===== src/rtl/encoder_detent_quantizer_assert.svh =====
// assertion macros for the encoder detent quantizer
`ifndef ENCODER_DETENT_QUANTIZER_ASSERT_SVH
`define ENCODER_DETENT_QUANTIZER_ASSERT_SVH

`ifndef NO_ASSERTIONS

// same-cycle implication, sampled on i_clk, idle in reset
`define EDQ_ASSERT_NOW(label, ante, cons, msg) \
    label: assert property (@(posedge i_clk) disable iff (!i_rst_n) (ante) |-> (cons)) \
        else $error(msg);

// next-cycle implication, sampled on i_clk, idle in reset
`define EDQ_ASSERT_NEXT(label, ante, cons, msg) \
    label: assert property (@(posedge i_clk) disable iff (!i_rst_n) (ante) |=> (cons)) \
        else $error(msg);

`else

`define EDQ_ASSERT_NOW(label, ante, cons, msg)
`define EDQ_ASSERT_NEXT(label, ante, cons, msg)

`endif

`endif


===== src/rtl/edq_pkg.sv =====
// shared types, codes and constants of the encoder detent quantizer
package edq_pkg;

    // command codes
    localparam logic CMD_FEED = 1'b0;
    localparam logic CMD_TAKE = 1'b1;

    // configuration register indexes
    localparam logic CFG_CPD   = 1'b0;
    localparam logic CFG_GUARD = 1'b1;

    // reset values of the configuration registers
    localparam logic [14:0] CPD_RESET   = 15'd4;
    localparam logic [31:0] GUARD_RESET = 32'd0;

    // saturation limits of the pending delta
    localparam logic signed [7:0] PEND_MAX = 8'sd127;
    localparam logic signed [7:0] PEND_MIN = -8'sd128;

    // largest step count applied in one feed
    localparam logic [7:0] STEP_CLAMP = 8'd255;

    // divider geometry: 17-bit magnitude by 15-bit detent size
    localparam int DIVIDEND_W = 17;
    localparam int DIVISOR_W  = 15;
    localparam int CNT_W      = 5;
    localparam logic [CNT_W-1:0] DIV_STEPS = CNT_W'(DIVIDEND_W);

    // sequencer states
    typedef enum logic [1:0] {
        S_IDLE,
        S_DIV,
        S_STEP,
        S_OUT
    } t_state;

    // divider request and response
    typedef struct packed {
        logic                  start;
        logic [DIVIDEND_W-1:0] dividend;
        logic [DIVISOR_W-1:0]  divisor;
    } t_div_req;

    typedef struct packed {
        logic                  done;
        logic [DIVIDEND_W-1:0] quotient;
        logic [DIVISOR_W-1:0]  remainder;
    } t_div_rsp;

endpackage


===== src/rtl/edq_div.sv =====
// restoring divider, one quotient bit per cycle
module edq_div (
    input  logic               i_clk,
    input  logic               i_rst_n,
    input  edq_pkg::t_div_req  i_req,
    output edq_pkg::t_div_rsp  o_rsp
);

    logic                             r_busy;
    logic [edq_pkg::CNT_W-1:0]        r_cnt;
    logic [edq_pkg::DIVISOR_W-1:0]    r_rem;
    logic [edq_pkg::DIVIDEND_W-1:0]   r_quo;
    logic [edq_pkg::DIVISOR_W-1:0]    r_divisor;
    logic                             r_done;

    logic [edq_pkg::DIVISOR_W:0]      w_rem_sh;
    logic [edq_pkg::DIVISOR_W+1:0]    w_trial;
    logic                             w_fit;
    logic [edq_pkg::DIVISOR_W-1:0]    n_rem;
    logic [edq_pkg::DIVIDEND_W-1:0]   n_quo;

    // shift in the next dividend bit and try the subtraction
    always_comb begin
        w_rem_sh = {r_rem, r_quo[edq_pkg::DIVIDEND_W-1]};
        w_trial  = {1'b0, w_rem_sh} - {2'b00, r_divisor};
        w_fit    = !w_trial[edq_pkg::DIVISOR_W+1];
        n_rem    = w_fit ? w_trial[edq_pkg::DIVISOR_W-1:0]
                         : w_rem_sh[edq_pkg::DIVISOR_W-1:0];
        n_quo    = {r_quo[edq_pkg::DIVIDEND_W-2:0], w_fit};
    end

    // control
    always_ff @(posedge i_clk) begin
        if (!i_rst_n) begin
            r_busy <= 1'b0;
            r_cnt  <= '0;
            r_done <= 1'b0;
        end else begin
            r_done <= 1'b0;
            if (i_req.start) begin
                r_busy <= 1'b1;
                r_cnt  <= edq_pkg::DIV_STEPS;
            end else if (r_busy) begin
                r_cnt <= r_cnt - 1'b1;
                if (r_cnt == 1) begin
                    r_busy <= 1'b0;
                    r_done <= 1'b1;
                end
            end
        end
    end

    // datapath
    always_ff @(posedge i_clk) begin
        if (i_req.start) begin
            r_rem     <= '0;
            r_quo     <= i_req.dividend;
            r_divisor <= i_req.divisor;
        end else if (r_busy) begin
            r_rem <= n_rem;
            r_quo <= n_quo;
        end
    end

    assign o_rsp.done      = r_done;
    assign o_rsp.quotient  = r_quo;
    assign o_rsp.remainder = r_rem;

endmodule


===== src/rtl/encoder_detent_quantizer.sv =====
// Encoder detent quantizer: one item at a time. A feed that moves the count
// passes from transfer to result through the restoring divider that splits
// the summed count into whole detents and a residual, the divider done flag,
// the step/guard state and the load of the result register; the next item
// can be taken only once the result is loaded. A take, or a feed with zero
// difference or with detents disabled, skips the divider and goes straight
// to the result load. o_in_stall is high from a transfer until the result is
// loaded; the result register lets the next item in while the previous
// result waits.
// Configuration writes are always ready and are meant for an idle block.
module encoder_detent_quantizer (
    input  logic               i_clk,
    input  logic               i_rst_n,
    // configuration
    input  logic               i_cfg_valid,
    output logic               o_cfg_ready,
    input  logic               i_cfg_index,
    input  logic [31:0]        i_cfg_data,
    // input items
    input  logic               i_in_valid,
    output logic               o_in_stall,
    input  logic               i_cmd,
    input  logic signed [15:0] i_count_diff,
    input  logic [31:0]        i_time_ms,
    // result items
    output logic               o_out_valid,
    input  logic               i_out_stall,
    output logic signed [7:0]  o_taken_delta,
    output logic signed [7:0]  o_pending_now,
    output logic signed [15:0] o_residual_now
);

    edq_pkg::t_state r_state;
    edq_pkg::t_state n_state;

    logic [14:0]        r_cpd;
    logic [31:0]        r_guard;
    logic signed [15:0] r_residual;
    logic signed [7:0]  r_pending;
    logic [31:0]        r_last_time;
    logic               r_stepped;
    logic               r_neg;
    logic [31:0]        r_time;
    logic [16:0]        r_nsteps;
    logic signed [7:0]  r_taken;
    logic               r_out_valid;
    logic signed [7:0]  r_out_taken;
    logic signed [7:0]  r_out_pending;
    logic signed [15:0] r_out_residual;

    logic               w_in_xfer;
    logic               w_is_take;
    logic               w_feed_active;
    logic               w_load_out;
    logic signed [17:0] w_sum;
    logic [16:0]        w_mag;
    logic [31:0]        w_elapsed;
    logic               w_blocked;
    logic [7:0]         w_accepted;
    logic signed [9:0]  w_pend_ext;
    logic signed [9:0]  w_acc_ext;
    logic signed [9:0]  w_moved;
    logic signed [7:0]  w_pend_sat;
    logic signed [15:0] w_res_new;

    edq_pkg::t_div_req  w_div_req;
    edq_pkg::t_div_rsp  w_div_rsp;

    assign o_cfg_ready = 1'b1;
    assign o_in_stall  = (r_state != edq_pkg::S_IDLE);
    assign w_in_xfer   = i_in_valid && !o_in_stall;
    assign w_is_take   = (i_cmd == edq_pkg::CMD_TAKE);
    assign w_feed_active = !w_is_take && (r_cpd != '0) && (i_count_diff != '0);
    assign w_load_out  = (r_state == edq_pkg::S_OUT) && (!r_out_valid || !i_out_stall);

    // summed count and its magnitude for the divider
    always_comb begin
        w_sum = 18'(r_residual) + 18'(i_count_diff);
        w_mag = w_sum[17] ? 17'(-w_sum) : w_sum[16:0];
    end

    assign w_div_req.start    = w_in_xfer && w_feed_active;
    assign w_div_req.dividend = w_mag;
    assign w_div_req.divisor  = r_cpd;

    edq_div u_div (
        .i_clk   (i_clk),
        .i_rst_n (i_rst_n),
        .i_req   (w_div_req),
        .o_rsp   (w_div_rsp)
    );

    // residual takes the sign of the sum
    assign w_res_new = r_neg ? -$signed({1'b0, w_div_rsp.remainder})
                             :  $signed({1'b0, w_div_rsp.remainder});

    // guard window, modulo 2^32
    always_comb begin
        w_elapsed = r_time - r_last_time;
        w_blocked = r_stepped && (w_elapsed < r_guard);
    end

    // steps applied to the pending delta, saturating
    always_comb begin
        if (r_guard != '0) begin
            w_accepted = 8'd1;
        end else if (r_nsteps[16:8] != '0) begin
            w_accepted = edq_pkg::STEP_CLAMP;
        end else begin
            w_accepted = r_nsteps[7:0];
        end
        w_pend_ext = 10'(r_pending);
        w_acc_ext  = $signed({2'b00, w_accepted});
        w_moved    = r_neg ? (w_pend_ext - w_acc_ext) : (w_pend_ext + w_acc_ext);
        if (w_moved > 10'(edq_pkg::PEND_MAX)) begin
            w_pend_sat = edq_pkg::PEND_MAX;
        end else if (w_moved < 10'(edq_pkg::PEND_MIN)) begin
            w_pend_sat = edq_pkg::PEND_MIN;
        end else begin
            w_pend_sat = w_moved[7:0];
        end
    end

    // sequencer next state
    always_comb begin
        n_state = r_state;
        unique case (r_state)
            edq_pkg::S_IDLE: begin
                if (w_in_xfer) begin
                    n_state = w_div_req.start ? edq_pkg::S_DIV : edq_pkg::S_OUT;
                end
            end
            edq_pkg::S_DIV: begin
                if (w_div_rsp.done) begin
                    n_state = edq_pkg::S_STEP;
                end
            end
            edq_pkg::S_STEP: begin
                n_state = edq_pkg::S_OUT;
            end
            edq_pkg::S_OUT: begin
                if (w_load_out) begin
                    n_state = edq_pkg::S_IDLE;
                end
            end
            default: begin
                n_state = edq_pkg::S_IDLE;
            end
        endcase
    end

    // state register
    always_ff @(posedge i_clk) begin
        if (!i_rst_n) begin
            r_state <= edq_pkg::S_IDLE;
        end else begin
            r_state <= n_state;
        end
    end

    // configuration registers
    always_ff @(posedge i_clk) begin
        if (!i_rst_n) begin
            r_cpd   <= edq_pkg::CPD_RESET;
            r_guard <= edq_pkg::GUARD_RESET;
        end else if (i_cfg_valid && o_cfg_ready) begin
            unique case (i_cfg_index)
                edq_pkg::CFG_CPD:   r_cpd   <= i_cfg_data[14:0];
                edq_pkg::CFG_GUARD: r_guard <= i_cfg_data;
                default: ;
            endcase
        end
    end

    // block state: residual, pending delta, step history
    always_ff @(posedge i_clk) begin
        if (!i_rst_n) begin
            r_residual  <= '0;
            r_pending   <= '0;
            r_last_time <= '0;
            r_stepped   <= 1'b0;
        end else begin
            if (w_in_xfer && w_is_take) begin
                r_pending <= '0;
            end
            if ((r_state == edq_pkg::S_DIV) && w_div_rsp.done) begin
                r_residual <= w_res_new;
            end
            if ((r_state == edq_pkg::S_STEP) && (r_nsteps != '0) && !w_blocked) begin
                r_pending   <= w_pend_sat;
                r_last_time <= r_time;
                r_stepped   <= 1'b1;
            end
        end
    end

    // per-item working registers
    always_ff @(posedge i_clk) begin
        if (w_in_xfer) begin
            r_taken <= w_is_take ? r_pending : '0;
            r_neg   <= w_sum[17];
            r_time  <= i_time_ms;
        end
        if ((r_state == edq_pkg::S_DIV) && w_div_rsp.done) begin
            r_nsteps <= w_div_rsp.quotient;
        end
    end

    // result register
    always_ff @(posedge i_clk) begin
        if (!i_rst_n) begin
            r_out_valid <= 1'b0;
        end else if (w_load_out) begin
            r_out_valid <= 1'b1;
        end else if (!i_out_stall) begin
            r_out_valid <= 1'b0;
        end
    end

    always_ff @(posedge i_clk) begin
        if (w_load_out) begin
            r_out_taken    <= r_taken;
            r_out_pending  <= r_pending;
            r_out_residual <= r_residual;
        end
    end

    assign o_out_valid    = r_out_valid;
    assign o_taken_delta  = r_out_taken;
    assign o_pending_now  = r_out_pending;
    assign o_residual_now = r_out_residual;

    // checks
    `include "encoder_detent_quantizer_assert.svh"

    `EDQ_ASSERT_NEXT(a_busy_after_xfer, w_in_xfer, o_in_stall, "block not busy after input transfer")
    `EDQ_ASSERT_NEXT(a_take_clears, w_in_xfer && w_is_take, r_pending == '0, "take did not clear pending delta")
    `EDQ_ASSERT_NOW(a_div_done_in_div, w_div_rsp.done, r_state == edq_pkg::S_DIV, "divider finished outside division")

endmodule

===== config.mk =====
export PLATFORM = sky130hd
export DESIGN_NAME = encoder_detent_quantizer
export DESIGN_NICKNAME = d
export VERILOG_FILES = /design/src/rtl/edq_pkg.sv /design/src/rtl/edq_div.sv /design/src/rtl/encoder_detent_quantizer.sv
export VERILOG_INCLUDE_DIRS = /design/src /design/src/rtl
export SDC_FILE = /design/constraint.sdc
export NUM_CORES = 1
export LEC_CHECK = 0
export BUFFER_PORTS_ARGS = -buffer_cell sky130_fd_sc_hd__buf_2
export CAP_MARGIN = 15
export CORE_UTILIZATION = 55
export CTS_BUF_LIST = sky130_fd_sc_hd__clkbuf_2 sky130_fd_sc_hd__clkbuf_4 sky130_fd_sc_hd__clkbuf_8
export CTS_CLUSTER_SIZE = 16
export DETAILED_ROUTE_END_ITERATION = 10
export GPL_ROUTABILITY_DRIVEN = 0
export GPL_TIMING_DRIVEN = 0
export PLACE_DENSITY_LB_ADDON = 0.05
export REMOVE_ABC_BUFFERS = 1
export SYNTH_ARGS = -nofsm -noshare
export SYNTH_HDL_FRONTEND = slang
export SYNTH_SLANG_ARGS = --single-unit

===== constraint.sdc =====
create_clock -name i_clk -period 6.8 [get_ports i_clk]
set_input_delay 0.68 -clock i_clk [delete_from_list [all_inputs] [get_ports i_clk]]
set_output_delay 0.68 -clock i_clk [all_outputs]
set_load 0.02 [all_outputs]

==> impl_metrics.toml <==
[run_status]
status = "finished, final reports clean"

[timing]
clock_skew_ns = 0.0215
slew_headroom_pct = 32.3
maxSlewViolCount = 0
setup_tns_ns = 0
hold_viol_final = 0
fmax_mhz = 171
rsz0062_at_grt = "no"
tightest_slew_ns = 1.01
layout_min_cycle_time_ns = 5.84
fin_crit_sh_pct = 85.8
finalSetupViolations = 0

[routing]
routed_via_density = 5.57
drtIter0Drc = 511
avgRoutedWirePerCell_microns = 15.4
drc_errors = 0
vias = 11400
wl_microns = 31400
ant_nets = 0
firstDrtPassIters = 5

[floorplanning]
dieHeight_microns = 164
initial_core_util_pct = 56.7
rows = 58
ios = 122
dieArea_sq_mm = 0.0268
die_w_microns = 164
core_sq_mm = 0.0254

[synthesis]
async_flop_share_pct = 0
yosys_warnings = 0
synth_edf_count = 122
syn_area_per_cell_sq_um = 9.21
synth-seq-cells = 251
synthFlopType = "dfxtp_1"
ys_seq_area_share_pct = 43.4
synth_cell_types = 92
synth_area_sq_mm = 0.0144
syn-instance-count = 1562

[setup_path]
cp_data_required_time_ns = 7.24
path_class = "flop to flop"
slowest_delay_ns = 0.87
arrival_ns = 6.28
crit_fanout = 19
path_cells = "inv_1 -> ha_1 -> inv_1 -> fa_1 -> a21o_1 -> a21oi_1 -> o21a_1 -> o21a_1 -> nor4_1 -> o41ai_1 -> o21ai_0 -> xor2_1 -> ha_1 -> a2111oi_0 -> o21ai_0 -> o2111ai_1 -> a21boi_0 -> nor3_4 -> buf_16 -> a21oi_1 -> a221oi_1"
worstSetupEndpointType = "flop"
start_kind = "flop"
rrSetupSlack_ns = 0.96
crit_slowest_cell = "nor3_4"

[clock_network]
cts_sinks = 251
clock_latency_ns = 0.56
holdBufCountCts = 0
root_buffer = "clkbuf_8"
cts_setup_buffers = 0
cts_buffers = 42
tritoncts = "done"
cts_resized = 0
cts_buffer_depth = 3
htree_num_levels = 2
clk_pin_slew_ns = 0.06

[global_route]
grt_max_degree = 74
grt_pass1_wl_microns = 51100
grt_pass1_vias = 10800
antenna_found_initial = 0
overflow = 0
grt.total_usage_pct = 23.6

[power]
p_seq_share_pct = 35.0
switching_power_uw = 2240
power_density_mw_per_mm2 = 371
swShare_pct = 37.1
vdd.ir_drop.worst_v = 0.000258
comb_power_share_pct = 41.9
p_leak_uw = 0.00661
p_clk_share_pct = 23.1
power.internal_uw = 3800

[cells_and_area]
final_common_cell = "nand2_1"
mostFrequentLayoutCells = "nand2_1, a21oi_1, nor2_1, dfxtp_1, edfxtp_1"
finalNetCount = 1887
multi_input_area_sq_mm = 0.00748
area_delta_synth_final_pct = 13.1
layout-drive-gt1-share_pct = 14.3
n_fill_cell = 2217
instances_no_fill = 2048
n_antenna_cell = 0
final-seq-area_sq_mm = 0.00625

[placement]
port-buffer-count = 120
dp_cells = 1968
dp_hpwl_microns = 23500

[min_path]
hp-class = "input pin to flop"

[job]
max_cap_violations = 0
## synth_stat cells, types with 14 or more instances
master    number  area share (%)
nand2_1      209             5.5
a21oi_1      146             5.1
nor2_1       136             3.5
dfxtp_1      129              18
edfxtp_1     122              25
ha_1         112             9.7
inv_1        111             2.9
o21ai_0       80             2.8
xnor2_1       52             3.2
mux2i_1       37             2.6
clkbuf_1      34            0.89
nor3_1        34             1.2
xor2_1        24             1.5
nor4_1        23             1.0
nand3_1       22            0.77
o21a_1        20             1.0
a211oi_1      15            0.78
nand4_1       15            0.65
a21o_1        14            0.73
and2_1        14            0.61
or3_1         14            0.61
## registers in the layout, summed over array words and instances (netlist names), 16 cells and up
| register | flops |
|---|---|
| r_time | 32 |
| r_last_time | 32 |
| u_div.r_quo | 17 |
| o_residual_now | 16 |
| r_nsteps | 17 |
| r_guard | 32 |
| r_residual | 16 |
## path summary, 6_finish.rpt
check                                 from                    endpoint  cells past startpoint
setup / recovery       r_time[0]$_DFFE_PP_   r_pending[2]$_SDFFE_PN0P_                     21
hold / removal               i_time_ms[12]        r_time[12]$_DFFE_PP_                      1
setup reg to reg       r_time[0]$_DFFE_PP_   r_pending[2]$_SDFFE_PN0P_                     21
hold reg to reg   r_taken[1]$_SDFFCE_PN0P_  o_taken_delta[1]$_DFFE_PP_                      0
## routing by layer
layer  share of wire (%)  wire length (microns)  global-route usage (%)  vias up
met5                   0                      0                       0        -
met4                 2.2                    699                    7.70        0
met3                 4.0                   1270                    3.71       61
met2                  48                  15200                    41.2      240
met1                  45                  14300                    29.8     5288
li1                    -                      -                       -     5819
## metrics by stage
step | worst slack [ns] | hold slack (ns) | total power [uW] | instance area [sq um] | util, %
finish | 0.963 | 0.300 | 6040 | 16300 | 64.1
global route | 0.332 | 0.275 | 6510 | 16300 | 64.1
CTS | 0.934 | 0.269 | 6080 | 16200 | 63.9
detailed placement | 0.970 | 0.406 | 4660 | 15400 | 60.5
global placement | -1.74 | 0.400 | 4560 | 15200 | 59.7
floorplan | 0.443 | 0.400 | 4060 | 14100 | -
## critical path: cells and delay by family, from the launching register on
kind | cells | cell delay [ns]
XOR/XNOR | 1 | 0.19
AND/OR/NAND/NOR | 2 | 0.97
buffers and inverters | 3 | 0.37
flip-flops | 1 | 0.39
AO/OA/AOI/OAI | 12 | 3.05
adder cells (fa/ha/maj) | 3 | 0.73
## layout make-up
cell class / count / share of cell area [%]
clock buffers: 58 / 4.48
clock inverters: 20 / 0.922
inverters: 115 / 2.67
multi-input cells: 1144 / 46.0
flip-flops and latches: 251 / 38.4
well taps: 330 / 2.54
repair buffers: 130 / 5.06
## power by group through the flow
stage / registers (uW) / logic [uW] / clock network [uW]
after global routing: 2150 / 2880 / 1490
after detailed placement: 2140 / 2520 / 0
after global placement: 2140 / 2430 / 0
after floorplan: 2110 / 1950 / 0
after CTS: 2110 / 2540 / 1420
final: 2110 / 2530 / 1390
## cell families (layout without fill, tap and decap cells)
| group | after synthesis | in the layout | share of synthesized area [%] |
|---|---|---|---|
| and+or+nand+nor | 530 | 530 | 17.2 |
| adders and majority gates | 116 | 116 | 10.3 |
| xor gates and xnor gates | 77 | 77 | 4.74 |
| muxes | 39 | 39 | 2.73 |
| buffers and inverters | 167 | 323 | 4.72 |
| AOI/OAI and AO/OA | 381 | 381 | 16.9 |
| other | 1 | 1 | 0.0261 |
| DFF | 251 | 251 | 43.4 |
(Power assumes the default switching activity.)
